`config.mk`:
```
export PLATFORM = sky130hd
export DESIGN_NAME = fbc_plane_eval
export DESIGN_NICKNAME = d
export VERILOG_FILES = /design/src/rtl/fbc_pkg.sv /design/src/rtl/fbc_plane_eval.sv
export SDC_FILE = /design/constraint.sdc
export NUM_CORES = 2
export LEC_CHECK = 0
export BUFFER_PORTS_ARGS = -buffer_cell sky130_fd_sc_hd__buf_2
export CAP_MARGIN = 20
export CORE_ASPECT_RATIO = 0.6
export CORE_UTILIZATION = 50
export CTS_CLUSTER_SIZE = 8
export DETAILED_ROUTE_END_ITERATION = 10
export GPL_TIMING_DRIVEN = 0
export PLACE_DENSITY_LB_ADDON = 0.25
export SLEW_MARGIN = 20
export SYNTH_ARGS = -nofsm -noshare
export SYNTH_HDL_FRONTEND = slang
export SYNTH_SLANG_ARGS = --single-unit
```
`constraint.sdc`:
```
create_clock -name clk -period 6.5 [get_ports clk]
set_input_delay 0.325 -clock clk [delete_from_list [all_inputs] [get_ports clk]]
set_output_delay 0.325 -clock clk [all_outputs]
set_load 0.02 [all_outputs]
```
`src/rtl/fbc_pkg.sv`:
```
// shared types and constants for the frustum box cull test
package fbc_pkg;

	// plane set held in configuration
	localparam int NUM_PLANES = 6;
	localparam int CFG_W      = 64;
	localparam int CFG_IDX_W  = 3;

	// register indexes
	localparam logic [CFG_IDX_W-1:0] REG_PLANE_NEAR   = 3'd0;
	localparam logic [CFG_IDX_W-1:0] REG_PLANE_FAR    = 3'd1;
	localparam logic [CFG_IDX_W-1:0] REG_PLANE_TOP    = 3'd2;
	localparam logic [CFG_IDX_W-1:0] REG_PLANE_BOTTOM = 3'd3;
	localparam logic [CFG_IDX_W-1:0] REG_PLANE_RIGHT  = 3'd4;
	localparam logic [CFG_IDX_W-1:0] REG_PLANE_LEFT   = 3'd5;

	// field widths and plane packing
	localparam int COORD_W  = 16;
	localparam int NUM_AXES = 3;
	localparam int DIST_LSB = NUM_AXES * COORD_W;
	localparam int PROD_W   = 2 * COORD_W;
	// three products plus the shifted distance (fraction bits at most 15)
	localparam int SUM_W    = PROD_W + 2;

	// stream widths
	localparam int IN_W  = 2 * NUM_AXES * COORD_W;
	localparam int OUT_W = 8;

	typedef logic [CFG_W-1:0] plane_t;
	typedef plane_t [NUM_PLANES-1:0] plane_set_t;

	// box as it sits on the input bus: min corner in the low half, x lowest
	typedef struct packed {
		logic [NUM_AXES-1:0][COORD_W-1:0] hi;
		logic [NUM_AXES-1:0][COORD_W-1:0] lo;
	} box_t;

	// stage load strobes from the pipeline control to the plane units
	typedef struct packed {
		logic ld_s2;
		logic ld_s3;
	} fbc_adv_t;

endpackage

```
`src/rtl/fbc_plane_eval.sv`:
```
// one plane: corner products, per-axis corner pick and sums, distance compare
module fbc_plane_eval
	import fbc_pkg::*;
#(
	parameter int NORMAL_FRAC_BITS = 14
) (
	input  logic     clk,
	input  fbc_adv_t adv,
	input  plane_t   plane,
	input  box_t     box_s1,
	output logic     touch_ok,
	output logic     inside_ok
);

	logic signed [COORD_W-1:0] nrm [NUM_AXES];
	logic signed [COORD_W-1:0] plane_d;

	logic signed [PROD_W-1:0] prod_lo_s2 [NUM_AXES];
	logic signed [PROD_W-1:0] prod_hi_s2 [NUM_AXES];
	logic [NUM_AXES-1:0]      neg_s2;

	logic signed [PROD_W-1:0] t_term [NUM_AXES];
	logic signed [PROD_W-1:0] i_term [NUM_AXES];

	logic signed [SUM_W-1:0] touch_sum_s3;
	logic signed [SUM_W-1:0] inside_sum_s3;
	logic signed [SUM_W-1:0] bias;
	logic signed [SUM_W-1:0] touch_tot;
	logic signed [SUM_W-1:0] inside_tot;

	// unpack normal and distance
	always_comb begin
		for (int a = 0; a < NUM_AXES; a++) begin
			nrm[a] = plane[a*COORD_W +: COORD_W];
		end
		plane_d = plane[DIST_LSB +: COORD_W];
	end

	// stage 2: normal times min and max coordinate on each axis
	always_ff @(posedge clk) begin
		if (adv.ld_s2) begin
			for (int a = 0; a < NUM_AXES; a++) begin
				prod_lo_s2[a] <= nrm[a] * $signed(box_s1.lo[a]);
				prod_hi_s2[a] <= nrm[a] * $signed(box_s1.hi[a]);
				neg_s2[a]     <= nrm[a][COORD_W-1];
			end
		end
	end

	// touch corner follows normal sign, the worst corner takes the smaller product
	always_comb begin
		for (int a = 0; a < NUM_AXES; a++) begin
			t_term[a] = neg_s2[a] ? prod_lo_s2[a] : prod_hi_s2[a];
			i_term[a] = (prod_lo_s2[a] < prod_hi_s2[a]) ? prod_lo_s2[a] : prod_hi_s2[a];
		end
	end

	// stage 3: sum of the three axis terms
	always_ff @(posedge clk) begin
		if (adv.ld_s3) begin
			touch_sum_s3  <= SUM_W'(t_term[0]) + SUM_W'(t_term[1]) + SUM_W'(t_term[2]);
			inside_sum_s3 <= SUM_W'(i_term[0]) + SUM_W'(i_term[1]) + SUM_W'(i_term[2]);
		end
	end

	// add scaled distance, a negative total means behind the plane
	always_comb begin
		bias       = SUM_W'(plane_d) <<< NORMAL_FRAC_BITS;
		touch_tot  = touch_sum_s3 + bias;
		inside_tot = inside_sum_s3 + bias;
		touch_ok   = ~touch_tot[SUM_W-1];
		inside_ok  = ~inside_tot[SUM_W-1];
	end

endmodule

```
==> metrics.md <==
| Metric | Value |
|---|---|
| Slew HR | `0.1600` |
| Die area | `0.1496 mm2` |
| Initial Util | `0.5079` |
| CP bufs+invs | `3` |
| DR vias | `54227` |
| Critical Path AT | `6.93 ns` |
| Main flop type after synthesis | `edfxtp_1` |
| Final critical-path share of the clock period | `1.022` |
| Post-Route WL | `234000 um` |
| Total gr overflow | `0` |
| Routed vias/inst | `5.448` |
| Synth cell types | `73` |
| Layout cells sized above 1 | `0.08348` |
| RSZ-0062 raised after global routing | `yes` |
| Post-synthesis sequential area ratio | `0.09538` |
| Clock slew at reported path FFs | `0.05 ns` |
| Outcome | `finished with violations` |
| Post-synth EDFFs | `235` |
| Htree depth | `2` |
| Place WS | `-1.924 ns` |
| GPL Wtd Cong | `0.9794` |
| Util after Layout | `0.5539` |
| Sink Count | `235` |
| Area delta synth->final | `9.047%` |
| Inserted Clock Buffers | `35` |
| Post-Syn Instances | `7786` |
| Synth async-reset ratio | `0` |
| DR top layer | `met5` |
| Sequential Area | `0.007057 mm2` |
| Multi-input logic area | `0.05977 mm2` |
| Routed length on met1 | `112300 um` |
| Yosys top cell by area | `fa_1` |
| Clk buf depth | `3` |
| CP dominant cell by count | `a21o_1` |
| Residual DRC | `0` |
| Drt wl/cell | `23.50 um` |
| Final #Nets | `10507` |
| CP Class | `flip-flop to flip-flop` |
| WP data required | `6.79 ns` |
| ANT nets after route | `0` |
| Max incr delay on CP | `0.56 ns` |
| Layout fillers | `13242` |
| Syn Std Cell Area | `0.07399 mm2` |
| Number of antenna violations at the first check in global routing | `25` |
| Fmax | `150.6 MHz` |
| CTS root buf | `clkbuf_16` |
| Io pins | `165` |
| First-pass GRT wire length | `353500 um` |
| Critical path's slowest cell | `fa_1` |
| Crit-path max FO | `5` |
| Yosys reg bits | `235` |
| Die X-Extent | `498.6 um` |
| CTS tree | `yes` |
| Failing checks | `setup timing` |
| Min-delay worst type | `input pin to flip-flop` |
| Post-synth top area share | `0.4421` |
| Clock Latency Late Sink | `0.56 ns` |
| Core area | `0.1457 mm2` |
| Synth warn | `0` |
| Largest cells by area after synthesis | `fa_1 44%, ha_1 12%, inv_1 9.6%, edfxtp_1 9.5%, and2_1 6.3%` |
| Initial DRC Count | `4884` |
| HPWL Detailed | `200100 um` |
| Pre-antenna DRT Iters | `9` |
| Worst slew pin tran | `1.247 ns` |
| Setup slack after layout | `-0.1421 ns` |
| GRT Overall Usage | `0.3204` |
| Final setup violation count | `5` |
| Pin count of the biggest net entering global routing | `108` |
| Final Hold Fails | `0` |
| IO buf count | `164` |
| Hold-fix buffers, CTS | `0` |
| Crit end category | `flip-flop` |
| Element type at the critical path start | `flip-flop` |
| # Max-Cap Violations | `0` |
| Minimum clock period | `6.642 ns` |
| WL met3 | `30980 um` |
| Met2 routed WL | `87020 um` |
| Avg Inst Size Synth | `9.503 um2` |
| Vias in the first global route | `55333` |
| Setup Skew | `0.03651 ns` |
| Crit-path leading delay family | `compound AO/OA/AOI/OAI gates` |
| Net count after synthesis | `10268` |
| Final slew viol count | `0` |
| Die Ht | `300.0 um` |
| Row cnt | `108` |
-- sequential cells by signal, indices dropped and copies added (netlist names) --
| name | flops |
|---|---|
| inside_sum_s3 | 20 |
| prod_lo_s2 | 96 |
| prod_hi_s2 | 96 |
| touch_sum_s3 | 20 |
| neg_s2 | 3 |
-- worst reg2reg max path: cells and delay by family (launching register included) --
kind            cells  cell delay (ns)
compound gates     12             2.70
simple gates        9             1.41
fa+ha+maj           3             0.98
buf+inv             3             0.45
flops               1             0.43
mux                 1             0.35
xor+xnor            1             0.10
-- placed cells by master (no fill, tap or decap), types with 10 or more instances in the layout --
master,n
nand2_1,871
clkbuf_2,46
a31oi_1,11
xnor2_2,10
o21ai_1,14
a21o_1,106
inv_1,1892
nor2_1,177
edfxtp_1,235
o21ai_2,14
clkbuf_4,70
fa_1,1621
buf_2,175
buf_8,10
xor2_1,57
and2_1,743
and3_1,21
nand4_1,30
a21oi_2,25
nand3_1,33
clkbuf_1,40
clkbuf_16,44
fa_2,13
o21bai_1,27
buf_6,30
a211oi_1,16
a21oi_1,164
o21a_1,32
nor2b_1,33
nand2b_1,61
mux2i_1,64
buf_4,78
xnor2_1,176
ha_1,669
o21ai_0,176
nor3_1,27
mux2_2,16
-- synth_stat cells (34+ instances only) --
cell         n
a21o_1     106
a21oi_1    191
and2_1     743
clkbuf_1   263
edfxtp_1   235
fa_1      1634
ha_1       685
inv_1     1895
mux2i_1     82
nand2_1    874
nand2b_1    61
nand3_1     34
nor2_1     182
nor2b_1     35
o21ai_0    199
xnor2_1    187
xor2_1      59
-- final cells by class --
cell class / instances / area share
Multi-Input combinational cell: 5380 / 0.7408
Inverter: 1895 / 0.08821
Sequential cell: 235 / 0.08746
Tap cell: 1925 / 0.02985
Buffer: 261 / 0.02501
Timing Repair Buffer: 217 / 0.01721
Clock buffer: 35 / 0.01086
Clock inverter: 3 / 0.0004497
Antenna cell: 3 / 0.00009305
-- what timing repair did --
item,4_1_cts,5_1_grt
buffers inserted,22,30
pin swaps,24,66
setup endpoints to repair,74,51
resized for setup,417,416
-- final timing paths --
check / start / end / slack (ns) / depth (start not counted)
max: prod_hi_s2[0][33] / inside_sum_s3[32] / -0.14 / 29
min: plane[47] / neg_s2[2] / 0.12 / 1
max reg2reg: prod_hi_s2[0][33] / inside_sum_s3[32] / -0.14 / 29
min reg2reg: prod_lo_s2[0][54] / touch_sum_s3[22] / 1.16 / 5
-- through the flow --
stage | TNS, ns | instances | area [um2] | hold WS (ns)
floorplan | 0 | 7786 | 73990 | 0.4239
global placement | -75.53 | 9875 | 77220 | 0.6642
detailed placement | -80.32 | 9876 | 77250 | 0.6743
CTS | 0 | 9925 | 79570 | 0.1316
global route | -1.542 | 9953 | 80680 | 0.1057
finish | -0.4447 | 9954 | 80680 | 0.1224
-- cell families (layout without fill, tap and decap cells) --
family / after synthesis / count (layout) / synth area share
buffers and inverters: 2171 / 2411 / 0.1103
DFF: 235 / 235 / 0.09538
xor gates and xnor gates: 246 / 246 / 0.02912
muxes: 102 / 102 / 0.01419
other: 0 / 3 / 0
AOI/OAI and AO/OA: 679 / 679 / 0.05743
and+or+nand+nor: 2034 / 2034 / 0.1356
adders and majority gates: 2319 / 2319 / 0.5580
-- layer usage --
| layer | vias up | GRT usage |
|---|---|---|
| met3 | 227 | 0.1075 |
| met4 | 8 | 0.04133 |
| li1 | 23859 | - |
| met2 | 2511 | 0.4085 |
| met1 | 27622 | 0.5235 |
| met5 | - | 0 |
Power is left out: the tool's default activity adds up to more than one toggle a clock period on the data nets, which glitch-free logic cannot reach.
